**src/hdl/kcv_pkg.sv**
```systemverilog
// Shared types, codes and micro-program for the constant-velocity Kalman filter.
package kcv_pkg;

  localparam int AW  = 5;
  localparam int PCW = 6;
  localparam int RF_DEPTH = 32;

  typedef enum logic [3:0] {
    OP_LD, OP_ADD, OP_SUB, OP_SHR1, OP_SHR2, OP_MUL, OP_DIV, OP_OUTP, OP_OUTV, OP_OUTC
  } op_e;

  typedef enum logic [2:0] {S_IDLE, S_FETCH, S_EXEC, S_WAIT, S_EMIT} state_e;

  localparam logic [1:0] CFG_DT = 2'd0;
  localparam logic [1:0] CFG_SG = 2'd1;
  localparam logic [1:0] CFG_R  = 2'd2;

  localparam logic [15:0] DT_RESET = 16'd6554;
  localparam logic [23:0] SG_RESET = 24'd13107;
  localparam logic [31:0] R_RESET  = 32'd65536;

  localparam logic [AW-1:0] R_POS = 5'd0,  R_VEL = 5'd1,  R_CPP = 5'd2,  R_CPV = 5'd3;
  localparam logic [AW-1:0] R_CVV = 5'd4,  R_NPP = 5'd5,  R_NPV = 5'd6,  R_NVV = 5'd7;
  localparam logic [AW-1:0] R_DT  = 5'd8,  R_SG  = 5'd9,  R_R   = 5'd10, R_Z   = 5'd11;
  localparam logic [AW-1:0] R_S2  = 5'd12, R_D2  = 5'd13, R_D3  = 5'd14, R_D4  = 5'd15;
  localparam logic [AW-1:0] R_T   = 5'd16, R_A   = 5'd17, R_B   = 5'd18, R_Y   = 5'd19;
  localparam logic [AW-1:0] R_S   = 5'd20, R_K0  = 5'd21, R_K1  = 5'd22, R_G   = 5'd23;
  localparam logic [AW-1:0] R_M00 = 5'd24, R_M01 = 5'd25, R_M10 = 5'd26, R_M11 = 5'd27;
  localparam logic [AW-1:0] R_KR0 = 5'd28, R_KR1 = 5'd29, R_U   = 5'd30, R_ONE = 5'd31;

  localparam logic [AW-1:0] SRC_ZERO = 5'd0, SRC_ONE = 5'd1, SRC_TEN = 5'd2;
  localparam logic [AW-1:0] SRC_DT = 5'd3, SRC_SG = 5'd4, SRC_R = 5'd5, SRC_Z = 5'd6;

  localparam logic [PCW-1:0] PC_INIT  = 6'd0;
  localparam logic [PCW-1:0] PC_NOISE = 6'd5;
  localparam logic [PCW-1:0] PC_STEP  = 6'd16;

  typedef struct packed {
    op_e           op;
    logic [AW-1:0] dst;
    logic [AW-1:0] sa;
    logic [AW-1:0] sb;
    logic          last;
  } uop_t;

  typedef struct packed {
    uop_t uop;
    logic exec;
    logic wb;
    logic accept;
    logic emit;
  } cmd_t;

  typedef struct packed {
    logic mul_done;
    logic div_done;
    logic out_free;
    logic cfg_noise;
  } sts_t;

  function automatic uop_t mk(input op_e op, input logic [AW-1:0] d, input logic [AW-1:0] a,
                              input logic [AW-1:0] b, input logic l);
    uop_t u;
    u.op = op; u.dst = d; u.sa = a; u.sb = b; u.last = l;
    return u;
  endfunction

  function automatic uop_t ucode(input logic [PCW-1:0] pc);
    uop_t u;
    case (pc)
      6'd0:  u = mk(OP_LD,   R_POS, SRC_ZERO, R_T, 1'b0);
      6'd1:  u = mk(OP_LD,   R_VEL, SRC_ZERO, R_T, 1'b0);
      6'd2:  u = mk(OP_LD,   R_CPP, SRC_TEN,  R_T, 1'b0);
      6'd3:  u = mk(OP_LD,   R_CPV, SRC_ZERO, R_T, 1'b0);
      6'd4:  u = mk(OP_LD,   R_CVV, SRC_TEN,  R_T, 1'b0);
      6'd5:  u = mk(OP_LD,   R_DT,  SRC_DT,   R_T, 1'b0);
      6'd6:  u = mk(OP_LD,   R_SG,  SRC_SG,   R_T, 1'b0);
      6'd7:  u = mk(OP_MUL,  R_S2,  R_SG,  R_SG,  1'b0);
      6'd8:  u = mk(OP_MUL,  R_D2,  R_DT,  R_DT,  1'b0);
      6'd9:  u = mk(OP_MUL,  R_D3,  R_D2,  R_DT,  1'b0);
      6'd10: u = mk(OP_MUL,  R_D4,  R_D2,  R_D2,  1'b0);
      6'd11: u = mk(OP_MUL,  R_T,   R_S2,  R_D4,  1'b0);
      6'd12: u = mk(OP_SHR2, R_NPP, R_T,   R_T,   1'b0);
      6'd13: u = mk(OP_MUL,  R_T,   R_S2,  R_D3,  1'b0);
      6'd14: u = mk(OP_SHR1, R_NPV, R_T,   R_T,   1'b0);
      6'd15: u = mk(OP_MUL,  R_NVV, R_S2,  R_D2,  1'b1);
      6'd16: u = mk(OP_LD,   R_DT,  SRC_DT,  R_T, 1'b0);
      6'd17: u = mk(OP_LD,   R_R,   SRC_R,   R_T, 1'b0);
      6'd18: u = mk(OP_LD,   R_Z,   SRC_Z,   R_T, 1'b0);
      6'd19: u = mk(OP_LD,   R_ONE, SRC_ONE, R_T, 1'b0);
      6'd20: u = mk(OP_MUL,  R_T,   R_DT,  R_VEL, 1'b0);
      6'd21: u = mk(OP_ADD,  R_POS, R_POS, R_T,   1'b0);
      6'd22: u = mk(OP_MUL,  R_T,   R_DT,  R_CPV, 1'b0);
      6'd23: u = mk(OP_ADD,  R_A,   R_CPP, R_T,   1'b0);
      6'd24: u = mk(OP_MUL,  R_T,   R_DT,  R_CVV, 1'b0);
      6'd25: u = mk(OP_ADD,  R_B,   R_CPV, R_T,   1'b0);
      6'd26: u = mk(OP_MUL,  R_T,   R_DT,  R_B,   1'b0);
      6'd27: u = mk(OP_ADD,  R_T,   R_A,   R_T,   1'b0);
      6'd28: u = mk(OP_ADD,  R_CPP, R_T,   R_NPP, 1'b0);
      6'd29: u = mk(OP_ADD,  R_CPV, R_B,   R_NPV, 1'b0);
      6'd30: u = mk(OP_ADD,  R_CVV, R_CVV, R_NVV, 1'b0);
      6'd31: u = mk(OP_SUB,  R_Y,   R_Z,   R_POS, 1'b0);
      6'd32: u = mk(OP_ADD,  R_S,   R_CPP, R_R,   1'b0);
      6'd33: u = mk(OP_DIV,  R_K0,  R_CPP, R_S,   1'b0);
      6'd34: u = mk(OP_DIV,  R_K1,  R_CPV, R_S,   1'b0);
      6'd35: u = mk(OP_MUL,  R_T,   R_K0,  R_Y,   1'b0);
      6'd36: u = mk(OP_ADD,  R_POS, R_POS, R_T,   1'b0);
      6'd37: u = mk(OP_MUL,  R_T,   R_K1,  R_Y,   1'b0);
      6'd38: u = mk(OP_ADD,  R_VEL, R_VEL, R_T,   1'b0);
      6'd39: u = mk(OP_SUB,  R_G,   R_ONE, R_K0,  1'b0);
      6'd40: u = mk(OP_MUL,  R_M00, R_G,   R_CPP, 1'b0);
      6'd41: u = mk(OP_MUL,  R_M01, R_G,   R_CPV, 1'b0);
      6'd42: u = mk(OP_MUL,  R_T,   R_K1,  R_CPP, 1'b0);
      6'd43: u = mk(OP_SUB,  R_M10, R_CPV, R_T,   1'b0);
      6'd44: u = mk(OP_MUL,  R_T,   R_K1,  R_CPV, 1'b0);
      6'd45: u = mk(OP_SUB,  R_M11, R_CVV, R_T,   1'b0);
      6'd46: u = mk(OP_MUL,  R_KR0, R_K0,  R_R,   1'b0);
      6'd47: u = mk(OP_MUL,  R_KR1, R_K1,  R_R,   1'b0);
      6'd48: u = mk(OP_MUL,  R_T,   R_G,   R_M00, 1'b0);
      6'd49: u = mk(OP_MUL,  R_U,   R_K0,  R_KR0, 1'b0);
      6'd50: u = mk(OP_ADD,  R_CPP, R_T,   R_U,   1'b0);
      6'd51: u = mk(OP_MUL,  R_T,   R_K1,  R_M00, 1'b0);
      6'd52: u = mk(OP_SUB,  R_T,   R_M01, R_T,   1'b0);
      6'd53: u = mk(OP_MUL,  R_U,   R_K1,  R_KR0, 1'b0);
      6'd54: u = mk(OP_ADD,  R_CPV, R_T,   R_U,   1'b0);
      6'd55: u = mk(OP_MUL,  R_T,   R_K1,  R_M10, 1'b0);
      6'd56: u = mk(OP_SUB,  R_T,   R_M11, R_T,   1'b0);
      6'd57: u = mk(OP_MUL,  R_U,   R_K1,  R_KR1, 1'b0);
      6'd58: u = mk(OP_ADD,  R_CVV, R_T,   R_U,   1'b0);
      6'd59: u = mk(OP_OUTP, R_T,   R_POS, R_T,   1'b0);
      6'd60: u = mk(OP_OUTV, R_T,   R_VEL, R_T,   1'b0);
      6'd61: u = mk(OP_OUTC, R_T,   R_CPP, R_T,   1'b1);
      default: u = mk(OP_OUTC, R_T, R_CPP, R_T, 1'b1);
    endcase
    return u;
  endfunction

endpackage

```
**src/hdl/kcv_ctrl.sv**
```systemverilog
// Controller: micro-program sequencer driving the datapath.
module kcv_ctrl (
  input  logic          clk_i,
  input  logic          rst_ni,
  input  logic          in_valid_i,
  output logic          in_ready_o,
  input  kcv_pkg::sts_t sts_i,
  output kcv_pkg::cmd_t cmd_o
);

  kcv_pkg::state_e            state_q, state_d;
  logic [kcv_pkg::PCW-1:0]    pc_q, pc_d;
  logic                       is_step_q, is_step_d;
  logic                       noise_req_q, noise_req_d;
  kcv_pkg::uop_t              uop;
  logic                       unit_done;

  always_ff @(posedge clk_i or negedge rst_ni) begin
    if (!rst_ni) begin
      state_q     <= kcv_pkg::S_FETCH;
      pc_q        <= kcv_pkg::PC_INIT;
      is_step_q   <= 1'b0;
      noise_req_q <= 1'b0;
    end else begin
      state_q     <= state_d;
      pc_q        <= pc_d;
      is_step_q   <= is_step_d;
      noise_req_q <= noise_req_d;
    end
  end

  always_comb begin
    uop         = kcv_pkg::ucode(pc_q);
    unit_done   = (uop.op == kcv_pkg::OP_MUL) ? sts_i.mul_done : sts_i.div_done;
    state_d     = state_q;
    pc_d        = pc_q;
    is_step_d   = is_step_q;
    noise_req_d = noise_req_q || sts_i.cfg_noise;
    in_ready_o  = 1'b0;
    cmd_o       = '0;
    cmd_o.uop   = uop;
    case (state_q)
      kcv_pkg::S_IDLE: begin
        if (noise_req_q) begin
          noise_req_d = sts_i.cfg_noise;
          pc_d        = kcv_pkg::PC_NOISE;
          is_step_d   = 1'b0;
          state_d     = kcv_pkg::S_FETCH;
        end else begin
          in_ready_o = 1'b1;
          if (in_valid_i) begin
            cmd_o.accept = 1'b1;
            pc_d         = kcv_pkg::PC_STEP;
            is_step_d    = 1'b1;
            state_d      = kcv_pkg::S_FETCH;
          end
        end
      end
      kcv_pkg::S_FETCH: state_d = kcv_pkg::S_EXEC;
      kcv_pkg::S_EXEC: begin
        cmd_o.exec = 1'b1;
        if (uop.op == kcv_pkg::OP_MUL || uop.op == kcv_pkg::OP_DIV) begin
          state_d = kcv_pkg::S_WAIT;
        end else if (uop.last) begin
          state_d = is_step_q ? kcv_pkg::S_EMIT : kcv_pkg::S_IDLE;
        end else begin
          pc_d    = pc_q + kcv_pkg::PCW'(1);
          state_d = kcv_pkg::S_FETCH;
        end
      end
      kcv_pkg::S_WAIT: begin
        if (unit_done) begin
          cmd_o.wb = 1'b1;
          if (uop.last) begin
            state_d = is_step_q ? kcv_pkg::S_EMIT : kcv_pkg::S_IDLE;
          end else begin
            pc_d    = pc_q + kcv_pkg::PCW'(1);
            state_d = kcv_pkg::S_FETCH;
          end
        end
      end
      kcv_pkg::S_EMIT: begin
        if (sts_i.out_free) begin
          cmd_o.emit = 1'b1;
          state_d    = kcv_pkg::S_IDLE;
        end
      end
      default: state_d = kcv_pkg::S_IDLE;
    endcase
  end

  a_accept_starts: assert property (@(posedge clk_i) disable iff (!rst_ni)
    (in_valid_i && in_ready_o) |=> (state_q == kcv_pkg::S_FETCH && pc_q == kcv_pkg::PC_STEP))
    else $error("accepted item did not start the step program");

  a_done_in_wait: assert property (@(posedge clk_i) disable iff (!rst_ni)
    cmd_o.wb |-> (state_q == kcv_pkg::S_WAIT && unit_done))
    else $error("unit write-back outside wait");

  a_emit_free: assert property (@(posedge clk_i) disable iff (!rst_ni)
    cmd_o.emit |-> (sts_i.out_free && is_step_q))
    else $error("result emitted into a busy output register");

endmodule

```
**config.mk**
```make
export PLATFORM = sky130hd
export DESIGN_NAME = kcv_ctrl
export DESIGN_NICKNAME = d
export VERILOG_FILES = /design/src/hdl/kcv_pkg.sv /design/src/hdl/kcv_ctrl.sv
export SDC_FILE = /design/constraint.sdc
export NUM_CORES = 1
export LEC_CHECK = 0
export BUFFER_PORTS_ARGS = -buffer_cell sky130_fd_sc_hd__buf_2
export CAP_MARGIN = 20
export CORE_ASPECT_RATIO = 0.6
export CORE_MARGIN = 2
export CORE_UTILIZATION = 50
export DETAILED_ROUTE_END_ITERATION = 8
export PLACE_DENSITY = 0.74
export SYNTH_ARGS = -nofsm -noshare
export SYNTH_HDL_FRONTEND = slang
export SYNTH_SLANG_ARGS = --single-unit
export TNS_END_PERCENT = 100
```
**constraint.sdc**
```tcl
create_clock -name clk_i -period 2.9 [get_ports clk_i]
set_input_delay 0.29 -clock clk_i [delete_from_list [all_inputs] [get_ports clk_i]]
set_output_delay 0.29 -clock clk_i [all_outputs]
set_load 0.005 [all_outputs]
```
==> impl_metrics.py, run 1 <==
metrics = {
    "outcome": {
        "outcome": "finished, final reports clean",
    },
    "global_routing": {
        "antenna_found_initial": 0,
        "grt_start_max_net_pins": 28,
        "grt_pass1_wl_mm": 12.48,
        "grt_usage_pct": 30.09,
        "grt_pass1_vias": 2494,
        "grt-ovfl-total": 0,
    },
    "setup_path": {
        "worst_setup_path_start_kind": "register",
        "critPathMaxStageDelay_ns": 0.45,
        "end_kind": "output pin",
        "path_cells": "buf_4 > buf_4 > ha_1 > buf_4 > nand2_1 > a21oi_1 > or2_2 > mux4_2 > buf_2",
        "cp_max_fo": 10,
        "cp.required_ns": 2.61,
        "worst-setup-path-type": "register to output pin",
        "r2r_setup_slack_ns": 0.05,
        "timing.critical_path.mode_cell": "buf_4",
        "arrival_ns": 2.56,
        "slowest_stage": "mux4_2",
    },
    "synth": {
        "synth.cell_area_sq_mm": 0.002213,
        "synthFlopType": "dfrtp_1",
        "yosysUniqueCellTypes": 61,
        "yosys_warnings": 0,
        "ys_ff_latch": 11,
        "synth.avg_cell_area_sq_um": 6.587,
        "synth_async_sr_flop_share_pct": 100.0,
        "synth_top_cells_by_area": "dfrtp_1, a21oi_1, o21ai_0",
        "yosysTopAreaCell": "dfrtp_1",
        "ys_seq_area_share_pct": 12.49,
        "synth_edf_count": 0,
        "synth_nets": 355,
        "synth_top_area_share_pct": 11.31,
        "synthCells": 336,
    },
    "sta": {
        "max_slew_margin_pct": 68.33,
        "slew_viol_final": 0,
        "setup_viol": 0,
        "tightestPinTransition_ns": 0.4745,
        "finalClockSkew_ns": 0.003638,
        "finalHoldViolations": 0,
        "max_freq_mhz": 351.2,
        "min_period_over_period_pct": 98.18,
        "min_period_ns": 2.847,
        "timing.setup.tns_ns": 0,
        "setup_ws_ns": 0.05293,
    },
    "die": {
        "die_w_microns": 89.90,
        "start_util_pct": 52.84,
        "core_sq_mm": 0.004189,
        "die_area_sq_mm": 0.004992,
        "die_h_microns": 55.54,
        "io_pins": 32,
        "row_count": 18,
    },
    "drt": {
        "routedWlPerCell_microns": 18.48,
        "drt-total-wl_mm": 7.985,
        "vias": 2870,
        "drtIter0Drc": 552,
        "ant_nets": 0,
        "route.detailed.drc": 0,
        "vias_per_cell": 6.644,
        "first_pass_iters": 5,
    },
    "cells_and_area": {
        "insertedDiodeCount": 0,
        "layout.nets": 392,
        "final_core_util_pct": 62.69,
        "drive_gt1_share_pct": 24.19,
        "nFillCells": 383,
        "syn_to_final_growth_pct": 18.65,
        "fin_cells": 432,
    },
    "hold_path": {
        "hold_class": "primary input to register",
    },
    "placed_design": {
        "io_buffers": 31,
        "dp.cells": 425,
        "hpwl_mm": 5.888,
        "dp_slack_ns": 0.07588,
        "routabilityCongestion": 0.9723,
    },
    "cts": {
        "cts_sinks": 11,
        "cts_tree": "built",
        "cts.path.max_buffers": 2,
        "clk_pin_slew_ns": 0.05,
        "clk_latency_ns": 0.24,
        "cts_buffers": 3,
        "htree_num_levels": 1,
        "cts_root_buf": "clkbuf_8",
    },
    "pwr": {
        "power.density_mw_per_mm2": 1475,
        "leakagePower_uw": 0.001127,
        "finalPower_uw": 3873,
        "ir_drop_mv": 0.6796,
    },
    "flow_run": {
        "cap_violations": 0,
    },
}
-- cells by family (layout without fill, tap and decap cells) --
logic type                 Yosys count  count (layout)  synth area share, %
AOI/OAI and AO/OA                  139             139                40.87
buffers and inverters               45              81                8.649
and+or+nand+nor                    120             120                25.50
adders and majority gates           12              12                6.783
DFF                                 11              11                12.49
xor gates and xnor gates             1               1               0.7351
muxes                                8               8                4.974
-- timing repair --
action / CTS / global route
gates resized for setup: 0 / 7
hold buffers: 1 / 0
endpoints found under the hold margin: 10 / 0
setup buffers: 0 / 2
setup endpoints to repair: 0 / 6
-- metrics by stage --
stage | hold slack [ns] | cell area (sq um)
after global placement | 0.1727 | 2536
after floorplan | -0.005591 | 2215
after detailed placement | 0.1748 | 2536
after global routing | 0.2322 | 2626
after CTS | 0.2230 | 2592
final | 0.2247 | 2626
-- Yosys cell counts, drive strengths merged (2+ instances only) --
master / n
mux2i: 2
dfrtp: 10
o32a: 2
a21o: 2
and2: 4
o21ai: 35
a221oi: 2
mux2: 4
nand2: 34
ha: 12
nand2b: 11
nor4: 3
and3: 2
or2: 3
mux4: 2
o21a: 2
o221ai: 4
nor3: 7
o31ai: 2
a21oi: 36
nor2: 37
o211ai: 4
inv: 11
a31oi: 11
nand3: 10
a211oi: 11
clkbuf: 24
o311a: 2
a2bb2oi: 2
o311ai: 2
o22ai: 12
nor2b: 4
buf: 10
-- critical path, delay by kind of cell (launching register included) --
kind / cells / cell delay (ns)
mux: 1 / 0.45
flops: 1 / 0.42
buf+inv: 4 / 0.65
compound gates: 1 / 0.08
fa+ha+maj: 1 / 0.24
simple gates: 2 / 0.45
-- registers in the layout (all words and copies together) (netlist names) --
signal,flops
pc_q,6
noise_req_q,1
is_step_q,1
state_q,3
-- area by class of cell --
cell class	instances	area, sq um	share of cell area, %
Clock inverter	1	5.005	0.1906
Clock buffer	3	41.29	1.572
Inverter	11	41.29	1.572
Timing Repair Buffer	66	424.2	16.15
Tap cell	60	75.07	2.859
Sequential cell	11	281.5	10.72
Multi-Input combinational cell	280	1758	66.94
-- path summary, 6_finish.rpt --
path | depth (start not counted) | startpoint | to
worst max-delay path | 9 | pc_q[0]$_DFFE_PN0P_ | cmd_o[12]
worst min-delay path | 2 | sts_i[0] | noise_req_q$_DFF_PN0_
worst max register to register | 11 | pc_q[0]$_DFFE_PN0P_ | pc_q[3]$_DFFE_PN0P_
worst min register to register | 1 | pc_q[0]$_DFFE_PN0P_ | pc_q[0]$_DFFE_PN0P_
max in group asynchronous | 2 | rst_ni | state_q[0]$_DFFE_PN1P_
min in group asynchronous | 2 | rst_ni | is_step_q$_DFFE_PN0P_
-- per-layer routing --
layer	GRT usage [%]	routed length [microns]
met5	0	0
met4	5.714	105
met3	9.959	1214
met2	41.77	3183
met1	45.10	3482
-- cell usage in the layout (no fill, tap or decap), types with 3 or more instances in the layout --
| cell | instances |
|---|---|
| nand3_1 | 10 |
| clkbuf_8 | 3 |
| dfrtp_1 | 8 |
| nor2b_1 | 4 |
| nand2b_1 | 11 |
| ha_1 | 11 |
| and2_1 | 4 |
| a21oi_1 | 34 |
| o21ai_0 | 33 |
| buf_4 | 33 |
| nor2_1 | 37 |
| nor3_1 | 6 |
| o211ai_1 | 4 |
| a31oi_1 | 11 |
| mux2_2 | 4 |
| a211oi_1 | 11 |
| inv_1 | 10 |
| o221ai_1 | 4 |
| buf_2 | 31 |
| nand2_1 | 34 |
| o22ai_1 | 12 |
-- where the power goes --
part	internal, uW	switching [uW]
logic	1380	1940
clock network	94.6	60.2
registers	229	166
total	1710	2170
Power figures use the tool's default switching activity.
==> run 2: changes to the inputs <==
- PLACE_DENSITY: 0.74 -> 0.71
- SETUP_SLACK_MARGIN: not set -> 0.1
- clock period: 2.9 -> 3.6 ns (I/O delays scaled with it)
==> run 2 against run 1 <==
Against the previous run:
- routed wire length decreased by 3.8%
- flip-flop and latch count unchanged
- die area unchanged
- final cell count decreased by 4.9%
- worst hold slack improved by 0.067 ns
==> impl_metrics.py, run 2 (synthesis gave the netlist of run 1 again) <==
metrics = {
    "cts": {
        "cts_buffers": 3,
        "cts_root_buf": "clkbuf_8",
        "cts_tree": "built",
        "clk_latency_ns": 0.24,
        "cts.path.max_buffers": 2,
        "cts_sinks": 11,
        "htree_num_levels": 1,
        "cts_setup_buffers": 0,
        "clk_pin_slew_ns": 0.05,
    },
    "die": {
        "io_pins": 32,
        "core_sq_mm": 0.004189,
        "die_area_sq_mm": 0.004992,
        "row_count": 18,
        "start_util_pct": 52.84,
        "die_h_microns": 55.54,
        "die_w_microns": 89.90,
    },
    "placed_design": {
        "routabilityCongestion": 0.9467,
        "hpwl_mm": 5.561,
        "io_buffers": 31,
    },
    "global_routing": {
        "grt_usage_pct": 30.21,
        "grt_pass1_wl_mm": 12.38,
        "antenna_found_initial": 0,
        "grt_start_max_net_pins": 33,
        "grt-ovfl-total": 0,
        "grt_pass1_vias": 2353,
    },
    "pwr": {
        "ir_drop_mv": 0.5804,
        "switchingPower_uw": 1659,
        "combinationalPowerShare_pct": 82.4,
        "power.density_mw_per_mm2": 1178,
        "p_seq_share_pct": 13.1,
        "p_clk_share_pct": 4.5,
        "leakagePower_uw": 0.001023,
        "intPower_uw": 1229,
        "finalPower_uw": 2888,
        "p_sw_share_pct": 57.46,
    },
    "sta": {
        "min_period_ns": 3.302,
        "slew_viol_final": 0,
        "setup_viol": 0,
        "max_slew_margin_pct": 56.90,
        "timing.setup.tns_ns": 0,
        "tightestPinTransition_ns": 0.6464,
        "min_period_over_period_pct": 91.72,
        "finalHoldViolations": 0,
        "max_freq_mhz": 302.8,
        "rsz0062_at_grt": "false",
        "finalClockSkew_ns": 0.003211,
    },
    "hold_path": {
        "hold_depth": 2,
        "worstHoldStart": "sts_i[0]",
        "hold_class": "primary input to register",
        "min_to": "noise_req_q$_DFF_PN0_",
    },
    "setup_path": {
        "worst_setup_path_start_kind": "register",
        "cp_top_family": "simple AND/OR/NAND/NOR gates",
        "critPathMaxStageDelay_ns": 0.53,
        "r2r_end": "pc_q[3]$_DFFE_PN0P_",
        "path_buf_inv": 2,
        "r2r_cells": 10,
        "cp.required_ns": 3.24,
        "r2r_start": "pc_q[0]$_DFFE_PN0P_",
        "cp_max_fo": 10,
        "slowest_stage": "dfrtp_1",
        "arrival_ns": 2.94,
        "end_kind": "output pin",
        "cp.depth": 10,
        "r2r_setup_slack_ns": 0.39,
        "path_cells": "inv_1 > ha_1 > nand2_1 > o21ai_0 > o32a_1 > nor3_1 > nand2_1 > mux2i_1 > nor2_1 > buf_2",
        "timing.critical_path.mode_cell": "nand2_1",
        "worst-setup-path-type": "register to output pin",
    },
    "flow_run": {
        "cap_violations": 0,
    },
    "cells_and_area": {
        "largest_reg_flops": 6,
        "final_cell_mix": "nor2_1, nand2_1, o21ai_0, a21oi_1, buf_2",
        "top_register": "pc_q",
        "layout.nets": 371,
        "reg_top3": "pc_q (6), state_q (3)",
        "nFillCells": 408,
        "insertedDiodeCount": 0,
        "multiInputGateArea_sq_mm": 0.001745,
        "syn_to_final_growth_pct": 10.74,
        "layout_commonest_cell": "nor2_1",
        "drive_gt1_share_pct": 18.80,
        "seq_area_sq_um": 280.3,
    },
    "drt": {
        "vias": 2730,
        "drt-total-wl_mm": 7.682,
        "first_pass_iters": 6,
        "vias_per_cell": 6.642,
        "routedWlPerCell_microns": 18.69,
        "drtIter0Drc": 494,
        "ant_nets": 0,
        "route.detailed.drc": 0,
    },
    "outcome": {
        "outcome": "finished, final reports clean",
    },
}
run 2: power by group through the flow:
stage / logic (uW) / registers [uW] / clock network, uW
final: 2380 / 378 / 130
after global routing: 2590 / 389 / 138
after CTS: 2310 / 367 / 130
after detailed placement: 2290 / 370 / 0
after global placement: 2300 / 368 / 0
after floorplan: 1750 / 233 / 0
run 2: per-stage QoR:
step                instance area [sq um]  util (%)  worst slack, ns  hold WS [ns]  instances
floorplan                            2213         -           0.6548       0.06441        336
global placement                     2394     57.14           0.4412        0.2471        406
detailed placement                   2394     57.14           0.3533        0.2447        406
CTS                                  2450     58.48           0.1581        0.2936        411
global route                         2451     58.51           0.1316        0.2991        411
finish                               2451     58.51           0.2980        0.2913        411
run 2: cell type report:
cell class / count / share of cell area (%)
clock buffers: 3 / 1.685
clock inverters: 1 / 0.2042
inverters: 11 / 1.685
multi-input cells: 280 / 71.21
flip-flops and latches: 11 / 11.43
well taps: 60 / 3.063
repair buffers: 45 / 10.72
run 2: worst max-delay path by stage:
stage,to,slack (ns),start
floorplan,pc_q[3]$_DFFE_PN0P_,0.65,pc_q[1]$_DFFE_PN0P_
global placement,pc_q[3]$_DFFE_PN0P_,0.44,pc_q[1]$_DFFE_PN0P_
detailed placement,pc_q[3]$_DFFE_PN0P_,0.35,pc_q[1]$_DFFE_PN0P_
CTS,cmd_o[2],0.16,pc_q[1]$_DFFE_PN0P_
global route,cmd_o[2],0.13,pc_q[0]$_DFFE_PN0P_
finish,cmd_o[2],0.30,pc_q[0]$_DFFE_PN0P_
run 2: metal layers:
layer  share of wire, %  track usage [%]  vias to the layer above  wire (microns)
met4                1.1            5.055                        0              86
met1                 46            48.83                     1229            3544
li1                   -                -                     1274               -
met3                 14            7.503                       15            1081
met5                  0                0                        -               0
met2                 39            39.72                      212            2971
run 2: timing repair:
action                                  in CTS  in global routing
hold buffers                                 1                  0
endpoints found under the setup margin       0                  1
hold endpoints to repair                    10                  0
gates resized for setup                      0                  1
